**config.mk**
```make
export PLATFORM = sky130hd
export DESIGN_NAME = plm_div
export DESIGN_NICKNAME = d
export VERILOG_FILES = /design/src/hw/rtl/piecewise_linear_mapper_assert.svh /design/src/hw/rtl/plm_pkg.sv /design/src/hw/rtl/plm_div.sv
export SDC_FILE = /design/constraint.sdc
export NUM_CORES = 1
export LEC_CHECK = 0
export BUFFER_PORTS_ARGS = -buffer_cell sky130_fd_sc_hd__buf_2
export CAP_MARGIN = 15
export CORE_AREA = 2 2 130 145
export DETAILED_ROUTE_END_ITERATION = 6
export DIE_AREA = 0 0 132 147
export PLACE_DENSITY = 0.83
export RECOVER_POWER = 100
export SYNTH_ARGS = -nofsm -noshare
export SYNTH_HDL_FRONTEND = slang
export SYNTH_SLANG_ARGS = --single-unit
export TNS_END_PERCENT = 100
```
**constraint.sdc**
```tcl
create_clock -name i_clk -period 5.46 [get_ports i_clk]
set_input_delay 1.092 -clock i_clk [delete_from_list [all_inputs] [get_ports i_clk]]
set_output_delay 1.092 -clock i_clk [all_outputs]
set_load 0.01 [all_outputs]
```
**src/hw/rtl/piecewise_linear_mapper_assert.svh**
```systemverilog
// ----------------------------------------------------------------------------
// piecewise linear mapper assertion macros
// shorthand for clocked implication checks used by the top level
// ----------------------------------------------------------------------------
`ifndef PIECEWISE_LINEAR_MAPPER_ASSERT_SVH
`define PIECEWISE_LINEAR_MAPPER_ASSERT_SVH

// same-cycle implication
`define PLM_ASSERT_NOW(label, clk, rst_n, ante, cons, msg) \
    label: assert property (@(posedge clk) disable iff (!rst_n) (ante) |-> (cons)) \
        else $error(msg);

// next-cycle implication
`define PLM_ASSERT_NEXT(label, clk, rst_n, ante, cons, msg) \
    label: assert property (@(posedge clk) disable iff (!rst_n) (ante) |=> (cons)) \
        else $error(msg);

`endif

```
**src/hw/rtl/plm_pkg.sv**
```systemverilog
// ----------------------------------------------------------------------------
// plm_pkg
// shared types, codes and saturation helper of the piecewise linear mapper
// ----------------------------------------------------------------------------
package plm_pkg;

    localparam int DATA_W = 32;
    localparam int FRAC_W = 16;

    localparam logic [1:0] MODE_CLEAR = 2'd0;
    localparam logic [1:0] MODE_ADD   = 2'd1;
    localparam logic [1:0] MODE_SYNTH = 2'd2;
    localparam logic [1:0] MODE_MAP   = 2'd3;

    localparam logic [1:0] STAT_OK     = 2'd0;
    localparam logic [1:0] STAT_FULL   = 2'd1;
    localparam logic [1:0] STAT_EMPTY  = 2'd2;
    localparam logic [1:0] STAT_ZERO_W = 2'd3;

    localparam logic signed [DATA_W-1:0] Q_MAX = {1'b0, {(DATA_W-1){1'b1}}};
    localparam logic signed [DATA_W-1:0] Q_MIN = {1'b1, {(DATA_W-1){1'b0}}};

    typedef logic signed [DATA_W-1:0] t_q16;

    typedef enum logic [13:0] {
        ST_IDLE    = 14'b00000000000001,
        ST_ADD_RD  = 14'b00000000000010,
        ST_ADD_WR  = 14'b00000000000100,
        ST_ADD_PUT = 14'b00000000001000,
        ST_SYN_RD  = 14'b00000000010000,
        ST_SYN_LD  = 14'b00000000100000,
        ST_SYN_DIV = 14'b00000001000000,
        ST_SYN_MUL = 14'b00000010000000,
        ST_SYN_WR  = 14'b00000100000000,
        ST_MAP_RD  = 14'b00001000000000,
        ST_MAP_CMP = 14'b00010000000000,
        ST_MAP_SEG = 14'b00100000000000,
        ST_MAP_MUL = 14'b01000000000000,
        ST_MAP_OUT = 14'b10000000000000
    } t_state;

    function automatic t_q16 sat32(input logic signed [63:0] v);
        logic signed [63:0] hi;
        logic signed [63:0] lo;
        hi = 64'(Q_MAX);
        lo = 64'(Q_MIN);
        if (v > hi) begin
            return Q_MAX;
        end else if (v < lo) begin
            return Q_MIN;
        end else begin
            return v[DATA_W-1:0];
        end
    endfunction

endpackage

```
**src/hw/rtl/plm_div.sv**
```systemverilog
// ----------------------------------------------------------------------------
// plm_div
// radix-2 restoring divider for segment slope, (dy * 2^16) / dx, truncated
// toward zero and saturated to signed 32 bits, one quotient bit per cycle
// ----------------------------------------------------------------------------
module plm_div (
    input  logic                                 i_clk,
    input  logic                                 i_rst_n,
    input  logic                                 i_start,
    input  logic signed [plm_pkg::DATA_W:0]      i_dy,
    input  logic signed [plm_pkg::DATA_W:0]      i_dx,
    output logic                                 o_done,
    output plm_pkg::t_q16                        o_slope
);

    localparam int NUM_W = plm_pkg::DATA_W + plm_pkg::FRAC_W;
    localparam int CNT_W = $clog2(NUM_W + 1);

    logic                              r_busy;
    logic [CNT_W-1:0]                  r_cnt;
    logic [plm_pkg::DATA_W-1:0]        r_rem;
    logic [NUM_W-1:0]                  r_quo;
    logic [plm_pkg::DATA_W-1:0]        r_den;
    logic                              r_neg;
    logic                              r_done;
    plm_pkg::t_q16                     r_slope;

    logic [plm_pkg::DATA_W:0]          dy_mag;
    logic [plm_pkg::DATA_W:0]          dx_mag;
    logic [plm_pkg::DATA_W:0]          trial;
    logic                              fits;
    logic signed [63:0]                q_signed;

    assign dy_mag   = i_dy[plm_pkg::DATA_W] ? -i_dy : i_dy;
    assign dx_mag   = i_dx[plm_pkg::DATA_W] ? -i_dx : i_dx;
    assign trial    = {r_rem, r_quo[NUM_W-1]};
    assign fits     = trial >= {1'b0, r_den};
    assign q_signed = r_neg ? -$signed({{(64-NUM_W){1'b0}}, r_quo})
                            :  $signed({{(64-NUM_W){1'b0}}, r_quo});

    always_ff @(posedge i_clk) begin
        if (!i_rst_n) begin
            r_busy <= 1'b0;
            r_done <= 1'b0;
            r_cnt  <= '0;
        end else begin
            r_done <= 1'b0;
            if (i_start) begin
                r_busy <= 1'b1;
                r_cnt  <= CNT_W'(NUM_W);
            end else if (r_busy) begin
                if (r_cnt == '0) begin
                    r_busy <= 1'b0;
                    r_done <= 1'b1;
                end else begin
                    r_cnt <= r_cnt - CNT_W'(1);
                end
            end
        end
    end

    always_ff @(posedge i_clk) begin
        if (i_start) begin
            r_rem <= '0;
            r_quo <= {dy_mag[plm_pkg::DATA_W-1:0], {plm_pkg::FRAC_W{1'b0}}};
            r_den <= dx_mag[plm_pkg::DATA_W-1:0];
            r_neg <= i_dy[plm_pkg::DATA_W] ^ i_dx[plm_pkg::DATA_W];
        end else if (r_busy && r_cnt != '0) begin
            r_rem <= fits ? 32'(trial - {1'b0, r_den}) : trial[plm_pkg::DATA_W-1:0];
            r_quo <= {r_quo[NUM_W-2:0], fits};
        end
        if (r_busy && r_cnt == '0) begin
            r_slope <= plm_pkg::sat32(q_signed);
        end
    end

    assign o_done  = r_done;
    assign o_slope = r_slope;

endmodule

```
==> metrics.md <==
| Metric | Value |
|---|---|
| Post-Place Cells | 1439 |
| Hold Slack | 0.499 ns |
| Async SR Flop Fraction | 0% |
| Largest net degree at the start of global routing | between 80 and 90 |
| First-pass GRT wire length | 38600 µm |
| Row cnt | between 50 and 60 |
| Final Skew | 0.00980 ns |
| # hold bufs at CTS | 0 |
| Area delta synth->final | 11.9% |
| Setup violators final | 0 |
| Average wire per standard cell | ~16 µm |
| Setup TNS | 0 ns |
| Status | complete, but fails checks |
| DP Area | ~11000 µm² |
| Max_cap viols | 3 |
| Initial DRT Pass Iterations | 5 |
| RSZ-0062 raised after global routing | no |
| Reg clk slew, reported paths | 0.06 ns |
| Fin crit share | about nine tenths |
| Max-slew violation count | 97 |
| Hold Path Class | reg2reg |
| Syn_nets | 1259 |
| FF+latch area | approximately 4000 µm² |
| Cell taking the most area after synthesis | edfxtp_1 |
| Start-to-end type of the worst setup path | reg2reg |
| Share of cells above drive strength 1 | 8.95% |
| Final Hold Viols | 0 |
| Top cells by area, synth | edfxtp_1 29%, dfxtp_1 11%, xnor2_1 7.5% |
| Final Non-Filler Cells | 1472 |
| RD Place Congestion | roughly 0.92 |
| CTS tree | yes |
| Yosys top cell area share | 28.9% |
| Worst setup SP type | flop |
| Minimum clock period | 4.84 ns |
| Die Span X | 132 µm |
| Nets | about 1.3k |
| Number of flops mapped to enable cells by yosys | 97 |
| Main flop type after synthesis | edfxtp_1 |
| Synth Instances | 1152 |
| Max Clk Rate | 0.207 GHz |
| Antenna Nets Post-Route | 0 |
| Post-CTS setup buffer count | 0 |
| Commonest non-fill, non-tap cell in the layout | nand2_1 |
| Maximum vdd drop | 0.242 mV |
| Htree depth | 4 |
| ANT cells | 0 |
| Initial antenna violation count | 0 |
| Worst Tran Pin Value | about 2.6 ns |
| Crit path DAT | 5.15 ns |
| CP Capture Type | flop |
| CTS Sinks | 153 |
| Area of the multi-input gates | 5610 µm² |
| Violations in the final reports | capacitance limit, slew limit |
| Avg Cell Area, Syn | 8.76 µm² |
| Die Area | 19400 µm² |
| Core footprint | approximately 18000 µm² |
| Worst Path Max Fanout | 35 |
| Clock Latency Late Sink | 0.43 ns |
| Post-CTS sizing | 0 |
| Buffers on Ports | 101 |
| Vias in the first global route | around 8k |
| Register area share after synthesis | 40.0% |
| I/O pins | 102 |
| Cell Area, Synth | 10100 µm² |
| Remaining DRCs | 0 |
| Slew headroom | -71.3% |
| Via count | 8778 |
| WL final | 23400 µm |
| Filler cells | roughly 1.5k |
| Cts bufs inserted | 17 |
| #FFs+latches synth | 153 |
| Hpwl dp | 16300 µm |
| Root buffer cell | clkbuf_16 |
| DR vias/cell | 5.96 |
| Initial core utilization | 56.0% |
| GRT overflow | 0 |
| Total GRT Usage | 24.2% |
| Die height | 147 µm |
| Yosys cell types | between 60 and 70 |
| Synthesis Warnings | 0 |
| First DRT Iteration DRCs | 854 |
| Most frequent cells in the layout | 175 x nand2_1, 100 x o21ai_0, 97 x edfxtp_1 |
| Leak Pwr | 4.20 nW |
| Power Density | 315 nW/µm² |
| Final Cell Area | 11300 µm² |
| CP required | 5.77 ns |
| Final Core Density | about 63% |
| Clock tree buffer depth | 2 |
## final timing paths
path,start,endpoint,slack (ns),depth (start not counted)
setup / recovery,r_den[1],r_rem[25],0.62,11
hold / removal,r_quo[0],r_quo[1],0.50,2
setup reg to reg,r_den[1],r_rem[25],0.62,11
hold reg to reg,r_quo[0],r_quo[1],0.50,2
## kinds of logic (layout without fill, tap and decap cells)
logic type      after synthesis  after routing  synth area share (%)
xor+xnor                    129            129                  11.2
simple gates                397            397                  18.9
fa+ha+maj                    38             38                  4.78
flops                       153            153                  40.0
buf+inv                     121            198                  4.50
mux                           7              7                 0.719
compound gates              307            307                  20.0
## report_power, final
group / leakage (nW) / switching, mW / internal (mW) / total, mW
sequential: 1.40 / 0.0856 / 1.35 / 1.44
combinational: 2.50 / 0.511 / 0.322 / 0.833
clock: 0.304 / 0.471 / 0.811 / 1.28
total: 4.20 / 1.07 / 2.49 / 3.55
## worst max-delay path, cell delays in order, from the launching register on
cell	delay, ns
edfxtp_1	0.43
inv_1	0.08
ha_1	0.23
nor2b_1	0.16
o211ai_1	0.22
a21oi_1	0.13
nor3b_1	0.66
o21ai_0	0.35
a31oi_1	0.36
or2_0	1.59
nand2_1	0.16
a311oi_1	0.33
## cell usage after synthesis (6+ instances only)
master,instances
o211ai_1,7
a21oi_1,55
nor4_1,13
nand2b_1,13
clkbuf_1,61
and3_1,6
inv_1,57
nor2_1,63
a311oi_1,21
ha_1,37
o21bai_1,7
nand2_1,175
o41ai_1,12
or3_1,18
a22o_1,17
xor2_1,43
dfxtp_1,56
edfxtp_1,97
a211oi_1,6
nand3_1,20
o21ai_0,100
nor3_1,25
o31ai_1,31
nor2b_1,10
xnor2_1,86
a31oi_1,6
nand4_1,11
a21o_1,12
or4_1,20
## state kept, by name, indices dropped and copies added (netlist names)
register  flops
r_quo        48
o_done        1
r_neg         1
o_slope      32
r_den        32
r_cnt         6
r_rem        32
r_busy        1
## routing by layer
| metal | vias to the layer above | GRT usage [%] | share of wire [%] |
|---|---|---|---|
| li1 | 4332 | - | - |
| met2 | 316 | 43.1 | 50 |
| met5 | - | 0 | 0 |
| met1 | 4084 | 29.8 | 43 |
| met3 | 46 | 2.97 | 4.7 |
| met4 | 0 | 10.0 | 2.2 |
## stage by stage
step                      worst slack (ns)  total power [mW]
after CTS                             1.01              3.56
after floorplan                      0.902              2.05
after detailed placement             0.643              2.28
after global routing                 0.302              3.72
after global placement               0.702              2.25
final                                0.623              3.55
## layout make-up
type / instances / area share [%]
inverters: 57 / 1.89
multi-input cells: 878 / 49.6
flip-flops and latches: 153 / 35.7
clock inverters: 12 / 1.78
repair buffers: 109 / 4.44
clock buffers: 20 / 3.87
well taps: 243 / 2.69
(Power assumes the default switching activity.)
